`config.mk`:
```
export PLATFORM = sky130hd
export DESIGN_NAME = multi_slot_tick_timer
export DESIGN_NICKNAME = d
export VERILOG_FILES = /design/src/design/mstt_pkg.sv /design/src/design/mstt_ram.sv /design/src/design/mstt_alloc.sv /design/src/design/multi_slot_tick_timer.sv
export SDC_FILE = /design/constraint.sdc
export NUM_CORES = 1
export LEC_CHECK = 0
export ABC_AREA = 1
export BUFFER_PORTS_ARGS = -buffer_cell sky130_fd_sc_hd__clkbuf_2
export CAP_MARGIN = 20
export CORE_ASPECT_RATIO = 0.75
export CORE_UTILIZATION = 37
export CTS_BUF_LIST = sky130_fd_sc_hd__clkbuf_16
export CTS_CLUSTER_DIAMETER = 200
export CTS_CLUSTER_SIZE = 40
export DETAILED_ROUTE_END_ITERATION = 10
export GPL_ROUTABILITY_DRIVEN = 0
export PLACE_DENSITY = 0.51
export SLEW_MARGIN = 20
export SYNTH_ARGS = -nofsm -noshare
export SYNTH_HDL_FRONTEND = slang
export SYNTH_SLANG_ARGS = --single-unit
```
`constraint.sdc`:
```
create_clock -name clk -period 14.3 [get_ports clk]
set_input_delay 2.86 -clock clk [delete_from_list [all_inputs] [get_ports clk]]
set_output_delay 2.86 -clock clk [all_outputs]
set_load 0.1 [all_outputs]
```
`src/design/mstt_pkg.sv`:
```
// Shared types and constants for the multi-slot tick timer.
// No dependencies; imported by mstt_alloc and multi_slot_tick_timer.
`timescale 1ns / 1ps

package mstt_pkg;

  localparam int NUM_SLOTS   = 16;
  localparam int MAX_RESULTS = 16;
  localparam int SLOT_W      = (NUM_SLOTS > 1) ? $clog2(NUM_SLOTS) : 1;
  localparam int STEP_W      = SLOT_W + 1;
  localparam int CNT_W       = $clog2(MAX_RESULTS + 1);

  typedef enum logic [1:0] {
    OP_TICK   = 2'd0,
    OP_CREATE = 2'd1,
    OP_REMOVE = 2'd2
  } op_t;

  typedef enum logic [2:0] {
    KIND_CREATED   = 3'd0,
    KIND_FULL      = 3'd1,
    KIND_REMOVED   = 3'd2,
    KIND_EXPIRED   = 3'd3,
    KIND_IDLE_TICK = 3'd4
  } kind_t;

  typedef struct packed {
    op_t         op;
    logic [31:0] period;
    logic        periodic;
    logic [3:0]  slot_id;
  } cmd_t;

  typedef struct packed {
    kind_t      kind;
    logic [3:0] slot;
    logic       is_last;
  } result_t;

  // One slot as stored in the timer memory.
  typedef struct packed {
    logic        rpt;
    logic [31:0] reload;
    logic [31:0] remaining;
  } entry_t;

  localparam int ENTRY_W = $bits(entry_t);

endpackage

```
`src/design/mstt_ram.sv`:
```
// Generic single-write, single-read RAM with registered read data.
// No dependencies.
`timescale 1ns / 1ps

module mstt_ram #(
  parameter int WIDTH = 8,
  parameter int DEPTH = 16,
  parameter int ADDR_W = (DEPTH > 1) ? $clog2(DEPTH) : 1
) (
  input  logic              clk,
  input  logic              we,
  input  logic [ADDR_W-1:0] waddr,
  input  logic [WIDTH-1:0]  wdata,
  input  logic [ADDR_W-1:0] raddr,
  output logic [WIDTH-1:0]  rdata
);

  logic [WIDTH-1:0] mem [DEPTH];

  always_ff @(posedge clk) begin
    if (we) begin
      mem[waddr] <= wdata;
    end
    rdata <= mem[raddr];
  end

endmodule

```
`src/design/mstt_alloc.sv`:
```
// Lowest-free-slot finder over the slot activity bits.
// Depends on mstt_pkg.
`timescale 1ns / 1ps

module mstt_alloc (
  input  logic [mstt_pkg::NUM_SLOTS-1:0] active,
  output logic                           found,
  output logic [mstt_pkg::SLOT_W-1:0]    free_idx
);

  import mstt_pkg::*;

  // Scan from the top so the lowest free slot wins.
  always_comb begin
    found    = 1'b0;
    free_idx = '0;
    for (int i = NUM_SLOTS - 1; i >= 0; i--) begin
      if (!active[i]) begin
        found    = 1'b1;
        free_idx = SLOT_W'(i);
      end
    end
  end

endmodule

```
`src/design/multi_slot_tick_timer.sv`:
```
// Top level of the multi-slot tick timer: command decode, tick scan sequencer,
// slot activity bits and result register.
// Depends on mstt_pkg, mstt_ram and mstt_alloc.
`timescale 1ns / 1ps

// Channel   | Ports                     | Transfer
// ----------+---------------------------+---------------------------------------
// command   | start, busy, item         | rising edge with start high, busy low
// result    | result_strobe, result     | every cycle result_strobe is high
//
// Create and remove finish in the cycle of the transfer; their result shows
// in the following cycle and busy stays low, so commands may follow back to back.
// A tick scans every slot through the timer memory, one slot per cycle, and
// holds busy high through the scan and flush; the read port delays the scan.
// Synchronous active-high reset frees all slots; memory contents need no
// clearing since the scan ignores a free slot's entry until create rewrites it.
// The receiver cannot stall; each result is presented for one cycle only.

module multi_slot_tick_timer (
  input  logic              clk,
  input  logic              rst,
  input  logic              start,
  output logic              busy,
  input  mstt_pkg::cmd_t    item,
  output logic              result_strobe,
  output mstt_pkg::result_t result
);

  import mstt_pkg::*;

  typedef enum logic [1:0] {
    ST_IDLE,
    ST_SCAN,
    ST_FLUSH
  } state_t;

  state_t                state;
  logic [STEP_W-1:0]     step;
  logic [NUM_SLOTS-1:0]  active;
  logic                  hold_vld;
  logic [SLOT_W-1:0]     hold_idx;
  logic [CNT_W-1:0]      n_rep;

  logic                  accept;
  logic                  found;
  logic [SLOT_W-1:0]     free_idx;
  logic [31:0]           period_arm;
  logic                  rm_in_range;
  logic [SLOT_W-1:0]     rm_idx;

  logic                  ram_we;
  logic [SLOT_W-1:0]     ram_waddr;
  entry_t                ram_wdata;
  entry_t                rd_entry;

  logic                  proc;
  logic [SLOT_W-1:0]     proc_idx;
  logic                  slot_act;
  logic [31:0]           rem_dec;
  logic [31:0]           rem_next;
  logic                  hits;
  logic                  take;
  logic                  last_step;

  assign busy   = (state != ST_IDLE);
  assign accept = start && !busy;

  mstt_alloc u_alloc (
    .active   (active),
    .found    (found),
    .free_idx (free_idx)
  );

  // Zero period arms as one tick.
  assign period_arm  = (item.period == 32'd0) ? 32'd1 : item.period;
  assign rm_in_range = ({4'd0, item.slot_id} < 8'(NUM_SLOTS));
  assign rm_idx      = SLOT_W'(item.slot_id);

  // Step k reads slot k and processes slot k-1 returned by the memory.
  assign proc      = (state == ST_SCAN) && (step != '0);
  assign proc_idx  = SLOT_W'(step - STEP_W'(1));
  assign last_step = (step == STEP_W'(NUM_SLOTS));
  assign slot_act  = active[proc_idx];
  assign rem_dec   = (rd_entry.remaining == 32'd0) ? 32'd0 : rd_entry.remaining - 32'd1;
  assign hits      = proc && slot_act && (rd_entry.remaining <= 32'd1);
  assign take      = hits && (n_rep < CNT_W'(MAX_RESULTS));

  always_comb begin
    rem_next = rem_dec;
    if (hits && rd_entry.rpt) begin
      rem_next = (rd_entry.reload == 32'd0) ? 32'd1 : rd_entry.reload;
    end
  end

  // Write port: create arms the new slot; the scan writes back the countdown.
  always_comb begin
    if (state == ST_IDLE) begin
      ram_we    = accept && (item.op == OP_CREATE) && found;
      ram_waddr = free_idx;
      ram_wdata = '{rpt: item.periodic, reload: period_arm, remaining: period_arm};
    end else begin
      ram_we    = proc && slot_act;
      ram_waddr = proc_idx;
      ram_wdata = '{rpt: rd_entry.rpt, reload: rd_entry.reload, remaining: rem_next};
    end
  end

  mstt_ram #(
    .WIDTH (ENTRY_W),
    .DEPTH (NUM_SLOTS)
  ) u_ram (
    .clk   (clk),
    .we    (ram_we),
    .waddr (ram_waddr),
    .wdata (ram_wdata),
    .raddr (step[SLOT_W-1:0]),
    .rdata (rd_entry)
  );

  always_ff @(posedge clk) begin
    if (rst) begin
      state         <= ST_IDLE;
      step          <= '0;
      active        <= '0;
      hold_vld      <= 1'b0;
      hold_idx      <= '0;
      n_rep         <= '0;
      result_strobe <= 1'b0;
      result        <= '{kind: KIND_IDLE_TICK, slot: 4'd0, is_last: 1'b0};
    end else begin
      case (state)
        ST_IDLE: begin
          // Create and remove report at once; a tick reports from the scan.
          result_strobe <= accept && (item.op inside {OP_CREATE, OP_REMOVE});
          if (accept) begin
            case (item.op)
              OP_CREATE: begin
                if (found) begin
                  active[free_idx] <= 1'b1;
                  result <= '{kind: KIND_CREATED, slot: 4'(free_idx), is_last: 1'b1};
                end else begin
                  result <= '{kind: KIND_FULL, slot: 4'd0, is_last: 1'b1};
                end
              end
              OP_REMOVE: begin
                if (rm_in_range) begin
                  active[rm_idx] <= 1'b0;
                end
                result <= '{kind: KIND_REMOVED, slot: item.slot_id, is_last: 1'b1};
              end
              OP_TICK: begin
                state    <= ST_SCAN;
                step     <= '0;
                hold_vld <= 1'b0;
                n_rep    <= '0;
              end
              default: begin
                // Unused opcode: drop it, no result.
              end
            endcase
          end
        end

        ST_SCAN: begin
          step <= step + STEP_W'(1);
          // Release the previously held expiry when a new one arrives.
          result_strobe <= take && hold_vld;
          // Free a one-shot slot on expiry.
          if (hits && !rd_entry.rpt) begin
            active[proc_idx] <= 1'b0;
          end
          // Hold the newest expiry back one place so the final one can be
          // flagged last; release the previously held one now.
          if (take) begin
            if (hold_vld) begin
              result <= '{kind: KIND_EXPIRED, slot: 4'(hold_idx), is_last: 1'b0};
            end
            hold_vld <= 1'b1;
            hold_idx <= proc_idx;
            n_rep    <= n_rep + CNT_W'(1);
          end
          if (last_step) begin
            state <= ST_FLUSH;
          end
        end

        ST_FLUSH: begin
          result_strobe <= 1'b1;
          if (hold_vld) begin
            result <= '{kind: KIND_EXPIRED, slot: 4'(hold_idx), is_last: 1'b1};
          end else begin
            result <= '{kind: KIND_IDLE_TICK, slot: 4'd0, is_last: 1'b1};
          end
          hold_vld <= 1'b0;
          state    <= ST_IDLE;
        end

        default: begin
          result_strobe <= 1'b0;
          state         <= ST_IDLE;
        end
      endcase
    end
  end

endmodule
```
* Word level (Yosys, flattened, before mapping) *
Memory sizes are Yosys's and may differ from the RTL's. A register that Yosys moved wholly into a read port is not among the register bits.
Index checks and enable logic that the tools add are counted.

storage, ports and cells
  register bits = 42
  RAM bits = 1040
  input bits = 42
  memories = 1

cells by class
  add/sub/neg operators = 4
  order comparisons = 8
  eq/ne operators = 13
  muxes and demuxes = 75
  bitwise gates (word level) = 5
  reduce and logical (&&, ||, !) cells = 33

memories
  name       depth  bits a word  rd ports  clocked after Yosys merged registers in  wr ports  line            RTL
  u_ram.mem  16     65           1         1                                        1         mstt_ram.sv:18  logic [WIDTH-1:0] mem [DEPTH];

operators by type and width
  cell                                                         number
  2-to-1 mux 32 bit                                            4
  logical NOT 32 bit                                           3
  2-to-1 mux 4 bit                                             17
  2-to-1 mux 65 bit                                            1
  one-hot mux 16 bit (2 select lines)                          2
  2-to-1 mux 16 bit                                            3
  bitwise AND 16 bit                                           2
  <= comparator 32 x 1 -> 1 bit (second input constant)        1
  2-to-1 mux 8 bit                                             4
  inverter 16 bit                                              2
  subtractor 32 x 1 -> 32 bit (second input constant)          1
  2-to-1 mux 1 bit                                             26
  one-hot mux 8 bit (3 select lines)                           1
  one-hot mux 5 bit (2 select lines)                           2
  bitwise OR 16 bit                                            1
  one-hot mux 8 bit (2 select lines)                           1
  less-than comparator 4 x 5 -> 1 bit (second input constant)  3
  2-to-1 mux 5 bit                                             3
  logical AND 1 bit                                            14
  demux 1 bit (select 4 bit)                                   3
  >= comparator 4 x 1 -> 1 bit (second input constant)         3
  adder 5 x 1 -> 5 bit (second input constant)                 2
  AND reduction 5 bit                                          2
  inequality test 2 bit (second input constant)                4
  other kinds (21)                                             33

* Depth between registers and ports, before layout *
Gate-level depths: netlist of the first run.

  word-level depth = 25
  mapped depth = 22

* Cells and area by module *
A second synthesis of the first run with hierarchy kept.

second synthesis, totals
  cells, all modules = 5223
  area total of the unflattened synthesis = 51308.0 um^2

by module, submodules not included
  module                 instances  cells each  area an instance (um^2)  seq. area each (um^2)
  mstt_ram               1          4277        46057.9                  32531.2
  multi_slot_tick_timer  1          908         5084.9                   840.8
  mstt_alloc             1          38          165.2                    0.0

* Worst setup path before layout of the first run *
OpenSTA, ideal clock, no wires.

  kind = input port to flip-flop
  from = input item[38] in the netlist's numbering
  to = memory u_ram.mem[11][0] in the netlist's numbering, enable pin
  library setup time = 0.488 ns
  data arrival time = 6.272 ns
  path slack = 7.539 ns
  stages on the path = 6
  cells stage by stage = inv_1 ha_1 nand4_1 o21ai_0 nand3_1 nor2_1

on the way
  cells in the longest elaborated chain, start to end = 6

RTL lines
  element                                 line                         RTL
  start, declared                         multi_slot_tick_timer.sv:24  input mstt_pkg::cmd_t item,
  equality test 2 x 1 -> 1 bit            multi_slot_tick_timer.sv:98  ram_we = accept && (item.op == OP_CREATE) && found;
  logical AND 1 bit (2 in series)         multi_slot_tick_timer.sv:98
  2-to-1 mux 1 bit                        multi_slot_tick_timer.sv:97  if (state == ST_IDLE) begin
  2-to-1 mux 1 bit                        mstt_ram.sv:21               if (we) begin
  2-to-1 mux 1 bit (implied by the code)  mstt_ram.sv:22               mem[waddr] <= wdata;
  end, declared                           mstt_ram.sv:18

No other way between the ends.

* Worst setup path after layout of the first run *
  from = register step[0]
  to = memory u_ram.mem[9][44] in the netlist's numbering, enable pin

on the way
  cells in the longest elaborated chain, start to end = 7

RTL lines
  element                                 line                          RTL
  start, declared                         multi_slot_tick_timer.sv:38   logic [STEP_W-1:0] step;
  start signal, assigned                  multi_slot_tick_timer.sv:165  step <= step + STEP_W'(1);
  subtractor 4 x 1 -> 4 bit               multi_slot_tick_timer.sv:81   assign proc_idx = SLOT_W'(step - STEP_W'(1));
  binary-select mux 1 bit (select 4 bit)  multi_slot_tick_timer.sv:83   assign slot_act = active[proc_idx];
  2-to-1 mux 1 bit (implied by the code)  multi_slot_tick_timer.sv:83
  logical AND 1 bit                       multi_slot_tick_timer.sv:102  ram_we = proc && slot_act;
  2-to-1 mux 1 bit                        multi_slot_tick_timer.sv:97
  2-to-1 mux 1 bit                        mstt_ram.sv:21
  2-to-1 mux 1 bit (implied by the code)  mstt_ram.sv:22

Parallel ways exist; a longest one is shown, timed or not. The select of a mux whose other input is x is not followed.

==> results of run 1 <==
[stage by stage]
| stage | power (W) | setup slack (ns) | std cells |
|---|---|---|---|
| finish | 0.00978 | 7.52 | 5310 |
| global route | 0.0103 | 7.12 | 5310 |
| CTS | 0.00975 | 7.46 | 5293 |
| detailed placement | 0.00834 | 7.49 | 5233 |
| global placement | 0.00834 | 7.54 | 5228 |
| floorplan | 0.00697 | 7.54 | 3725 |
[tightest hold or removal path: cells and delay by family (launching register included)]
kind | cells | cell delay [ns]
compound gates | 1 | 0.05
flops | 1 | 0.34
simple gates | 1 | 0.06
[cell families after synthesis]
logic type      synth area share (%)
buf+inv                         2.71
fa+ha+maj                      0.436
flops                           72.7
xor+xnor                       0.608
simple gates                    10.9
compound gates                  12.6
[final cells by class]
| cell class | instances | area (um2) | share of cell area, % |
|---|---|---|---|
| Tap cell | 1638 | 2050 | 4.18 |
| Timing Repair Buffer | 129 | 853 | 1.74 |
| Multi-Input combinational cell | 2258 | 11500 | 23.4 |
| Inverter | 78 | 314 | 0.640 |
| Sequential cell | 1147 | 33400 | 68.1 |
| Clock inverter | 25 | 111 | 0.227 |
| Clock buffer | 35 | 876 | 1.79 |
[how the worst min path moves through the flow]
stage	from	endpoint	cells after the start	slack (ns)
global placement	result[5]	result[5]	2	0.45
finish	result[4]	result[4]	2	0.47
floorplan	hold_idx[0]	hold_idx[0]	2	0.44
detailed placement	result[4]	result[4]	2	0.45
CTS	result[4]	result[4]	2	0.48
global route	result[4]	result[4]	2	0.50
[cell usage in the layout (no fill, tap or decap), types with 20 or more instances in the layout]
master,netlist,final
clkbuf_16,0,35
edfxtp_1,1040,1040
o211ai_1,59,59
o21ai_0,580,580
inv_1,68,89
dfxtp_1,107,104
clkbuf_2,0,51
nand4_1,20,20
a21oi_1,72,72
nand3_1,170,169
o221ai_1,107,106
nand2_1,352,352
nor2_1,609,592
buf_4,2,65
o22ai_1,158,158
[flip-flops by register name, indices dropped and copies added (netlist names)]
name and flops:
active 16, result 8, u_ram.rdata 65, n_rep 5, result_strobe 1, u_ram.mem 1040
hold_idx 4, hold_vld 1, step 5, state 2
[power by group]
part	total, W	switching (W)	internal (W)
clock network	0.00144	0.000981	0.000460
registers	0.00480	0.000236	0.00457
logic	0.00353	0.00271	0.000825
[layer usage]
metal  share of wire, %  up-vias  track usage, %
met4                1.4        0            3.16
met2                 43      986            30.3
met1                 48    14900            32.1
met5                  0        -               0
met3                7.8       89            3.60
li1                   -    13600               -
==> impl_metrics.json, run 1 <==
{
  "die_h_um": 307,
  "clock_sinks": 1147,
  "routed_wl_um": 132000,
  "cts_tree": "yes",
  "syn_area_um2": 45900,
  "syn_inst": 3725,
  "clkSlewWorstSetupHoldPaths_ns": 0.16,
  "slowest_delay_ns": 0.90,
  "grt_max_degree": 221,
  "crit_path_frequent_cell": "buf_4",
  "post-route-cell-area_um2": 49000,
  "status": "complete, no violations",
  "ir_drop_mv": 0.126,
  "worst_setup_path_end_kind": "register",
  "setup-tns-final_ns": 0,
  "ant_nets": 0,
  "seq_area_frac_synth_pct": 72.7,
  "slew_violations": 0,
  "reg2reg_to": "u_ram.mem[9][44]",
  "cp.depth": 15,
  "initial_core_util_pct": 37.4,
  "numPortBuffers": 51,
  "ys.flop_type": "edfxtp_1",
  "crit_start": "step[0]",
  "antenna_found_initial": 4,
  "drv_cap": 0,
  "crit_slowest_cell": "buf_4",
  "first_pass_iters": 5,
  "path_cells": "inv_8 -> buf_4 -> ha_1 -> inv_1 -> a21oi_1 -> a22oi_1 -> nor2_1 -> nor2_2 -> and2_1 -> inv_2 -> o21ai_0 -> nand3_1 -> nor2_4 -> buf_4 -> buf_4",
  "syn_to_final_growth_pct": 6.84,
  "power.leakage_nw": 15.5,
  "diodes": 0,
  "start_kind": "register",
  "criticalPathCategory": "register to register",
  "worstPathArrival_ns": 7.06,
  "reg2regPathDepth": 15,
  "overflow": 0,
  "r2r-start": "step[0]",
  "die_w_um": 409,
  "fillers": 11600,
  "yosysTopAreaCellShare_pct": 68.0,
  "clkLatencyLatePin_ns": 0.65,
  "utilization_pct": 40.0,
  "wl_per_cell_um": 24.9,
  "yosysUniqueCellTypes": 52,
  "post_cts_buffers": 0,
  "cts_buffer_depth": 3,
  "die_area_um2": 126000,
  "synthTopCellsByCount": "edfxtp_1, nor2_1, o21ai_0",
  "synth.net_count": 3783,
  "yosysMostFrequentCell": "edfxtp_1",
  "yosysTopAreaCell": "edfxtp_1",
  "rows": 111,
  "grt_pass1_wl_um": 194000,
  "hp-class": "register to register",
  "async_flop_share_pct": 0,
  "fmax_ghz": 0.148,
  "cts_root_buf": "clkbuf_16",
  "drt_iter0_drc": 3586,
  "synth.area.top_cells": "edfxtp_1, o21ai_0, nor2_1",
  "worst-path-buf-inv": 6,
  "numCtsBuffers": 34,
  "rsz0062_at_grt": "false",
  "place_area_um2": 47900,
  "tightest_slew_ns": 1.14,
  "hold_viol_final": 0,
  "post_cts_resize_count": 0,
  "hold_buffers": 0,
  "whs_ns": 0.471,
  "vias_per_cell": 5.56,
  "finClkSkew_ns": 0.0406,
  "vias": 29500,
  "drive_gt1_share_pct": 6.07,
  "ioPinCount": 52,
  "power-per-cell-area_nw_per_um2": 199,
  "finalSetupViolCount": 0,
  "grt_usage_pct": 20.6,
  "synth-seq-cells": 1147,
  "synth_edf_count": 1040,
  "worstPathRequired_ns": 14.58,
  "nets": 3706,
  "crit_end": "u_ram.mem[9][44]",
  "place_hpwl_um": 74700,
  "first_global_vias": 27700,
  "ys_warn_count": 0,
  "htree_levels": 2,
  "path_max_fanout": 145,
  "period_needed_ns": 6.78,
  "crit_family": "buffers and inverters",
  "drcViolationCount": 0,
  "min_period_over_period_pct": 47.4,
  "coreArea_um2": 123000,
  "max_slew_margin_pct": 23.4,
  "reg2reg_slack_ns": 7.52,
  "avgSynthCellArea_um2": 12.3
}
Power figures use the tool's default switching activity.
==> run 2, diff against run 1 <==
ABC_AREA = 0   (was 1)
clock period = 6.8 ns   (was 14.3 ns; I/O delays follow)
==> impl_metrics.json, run 2 <==
{
  "synth_fa_ha_area_share_pct": 0.445,
  "setup-tns-final_ns": 0,
  "fmax_ghz": 0.191,
  "finalSetupViolCount": 0,
  "power-per-cell-area_nw_per_um2": 340,
  "yosysMostFrequentCell": "edfxtp_1",
  "period_needed_ns": 5.23,
  "syn_area_um2": 45000,
  "ir_drop_mv": 0.223,
  "utilization_pct": 40.7,
  "cts_tree": "yes",
  "diodes": 0,
  "power.leakage_nw": 14.8,
  "start_kind": "register",
  "worstHoldPathCells": 2,
  "synth_edf_count": 1040,
  "rows": 110,
  "layout_common_cells": "edfxtp_1, mux4_2, dfxtp_1",
  "rsz0062_at_grt": "false",
  "criticalPathCategory": "register to register",
  "die_area_um2": 123000,
  "hold_buffers": 0,
  "vias_per_cell": 5.67,
  "ant_nets": 0,
  "first_global_vias": 22100,
  "cts_buffer_depth": 3,
  "instances_no_fill": 3943,
  "multiInputGateArea_um2": 11100,
  "numCtsBuffers": 34,
  "hold_viol_final": 0,
  "pre_cts_ws_ns": 1.36,
  "nets": 2351,
  "slew_violations": 0,
  "overflow": 0,
  "worstPathArrival_ns": 5.75,
  "wl_per_cell_um": 29.4,
  "numPortBuffers": 51,
  "synth-compound-area-share_pct": 3.35,
  "fillers": 10700,
  "yosysTopAreaCell": "edfxtp_1",
  "drive_gt1_share_pct": 23.9,
  "largestRegisters": "u_ram.mem: 1040 flops, u_ram.rdata: 65 flops, active: 16 flops",
  "worst_setup_path_end_kind": "register",
  "finClkSkew_ns": 0.0409,
  "avgSynthCellArea_um2": 20.3,
  "drcViolationCount": 0,
  "synthMuxAreaShare_pct": 16.5,
  "clock_sinks": 1147,
  "drt_iter0_drc": 2664,
  "grt_max_degree": 137,
  "dr_wl_met3_um": 7490,
  "routed_wl_um": 116000,
  "synth.area.top_cells": "edfxtp_1, mux4_2, dfxtp_1",
  "synth-seq-cells": 1147,
  "path_max_fanout": 92,
  "setup_ws_ns": 1.57,
  "synthTopCellsByCount": "edfxtp_1, mux4_2, dfxtp_1",
  "top_register": "u_ram.mem",
  "synth_top_family_by_area": "multiplexers",
  "clkLatencyLatePin_ns": 0.65,
  "max_slew_margin_pct": 25.7,
  "final_common_cell": "edfxtp_1",
  "register_area_um2": 33400,
  "place_hpwl_um": 68500,
  "status": "complete, no violations",
  "yosysTopAreaCellShare_pct": 69.4,
  "met1_length_um": 56100,
  "first_pass_iters": 5,
  "initial_core_util_pct": 37.4,
  "grt_pass1_wl_um": 166000,
  "post_cts_resize_count": 0,
  "synth-xor-area-share_pct": 0.700,
  "syn_inst": 2223,
  "ys_warn_count": 0,
  "grt_usage_pct": 18.7,
  "yosysUniqueCellTypes": 76,
  "reg2regPathDepth": 6,
  "largest_reg_flops": 1040,
  "place_inst": 3881,
  "synth.net_count": 2281,
  "async_flop_share_pct": 0,
  "tightest_slew_ns": 1.11,
  "wl_met2_um": 51100,
  "ioPinCount": 52,
  "synth-simple-area-share_pct": 3.29,
  "drv_cap": 0,
  "post_cts_buffers": 0,
  "coreArea_um2": 120000,
  "die_h_um": 304,
  "reg2reg_slack_ns": 1.57,
  "hp-class": "register to register",
  "min_period_over_period_pct": 77.0,
  "cts_root_buf": "clkbuf_16",
  "die_w_um": 405,
  "ys.flop_type": "edfxtp_1",
  "antenna_found_initial": 3,
  "syn_to_final_growth_pct": 8.85,
  "worstPathRequired_ns": 7.31,
  "htree_levels": 2,
  "clkSlewWorstSetupHoldPaths_ns": 0.16,
  "vias": 22400,
  "seq_area_frac_synth_pct": 74.1,
  "dr.max_layer_used": "met4"
}
## run 2: stage by stage
stage / hold slack, ns / power [W] / cell area (um2)
global placement: 0.439 / 0.0137 / 48000
global route: 0.467 / 0.0173 / 49000
finish: 0.462 / 0.0167 / 49000
CTS: 0.464 / 0.0168 / 49000
floorplan: 0.461 / 0.0122 / 45000
detailed placement: 0.444 / 0.0138 / 48000
## run 2: cells by family after synthesis
| kind of cell | Yosys count |
|---|---|
| buffers and inverters | 171 |
| XOR/XNOR | 36 |
| multiplexers | 333 |
| flip-flops | 1147 |
| adder cells (fa/ha/maj) | 16 |
| AND/OR/NAND/NOR | 290 |
| AO/OA/AOI/OAI | 230 |
## run 2: path summary, 6_finish.rpt
| check | start | endpoint |
|---|---|---|
| hold reg to reg | result[4] | result[4] |
| hold / removal | result[4] | result[4] |
| setup reg to reg | step[0] | u_ram.rdata[17] |
| setup / recovery | step[0] | u_ram.rdata[17] |
## run 2: layer usage
| metal | vias up | track usage [%] |
|---|---|---|
| met4 | 0 | 2.40 |
| met1 | 12300 | 30.3 |
| li1 | 9255 | - |
| met3 | 76 | 2.67 |
| met5 | - | 0 |
| met2 | 787 | 27.2 |
## run 2: report_power, final
group | switching [W] | leakage [nW] | internal, W | total (W)
combinational | 0.00280 | 3.91 | 0.00131 | 0.00411
sequential | 0.000295 | 10.3 | 0.00925 | 0.00954
clock | 0.00202 | 0.591 | 0.00101 | 0.00303
## run 2: area by class of cell
type | instances | share of cell area (%)
sequential | 1147 | 68.1
multi-input combinational | 905 | 22.6
tap | 1624 | 4.15
timing repair buffer | 148 | 2.54
clock buffer | 37 | 1.89
inverter | 57 | 0.437
clock inverter | 25 | 0.217
## run 2: worst max-delay path: stages, from the launching register on
cell and delay (ns):
dfxtp_4 0.83, buf_4 0.79, buf_12 0.62, buf_4 0.87, buf_4 0.69, mux4_2 0.59
mux4_2 0.49
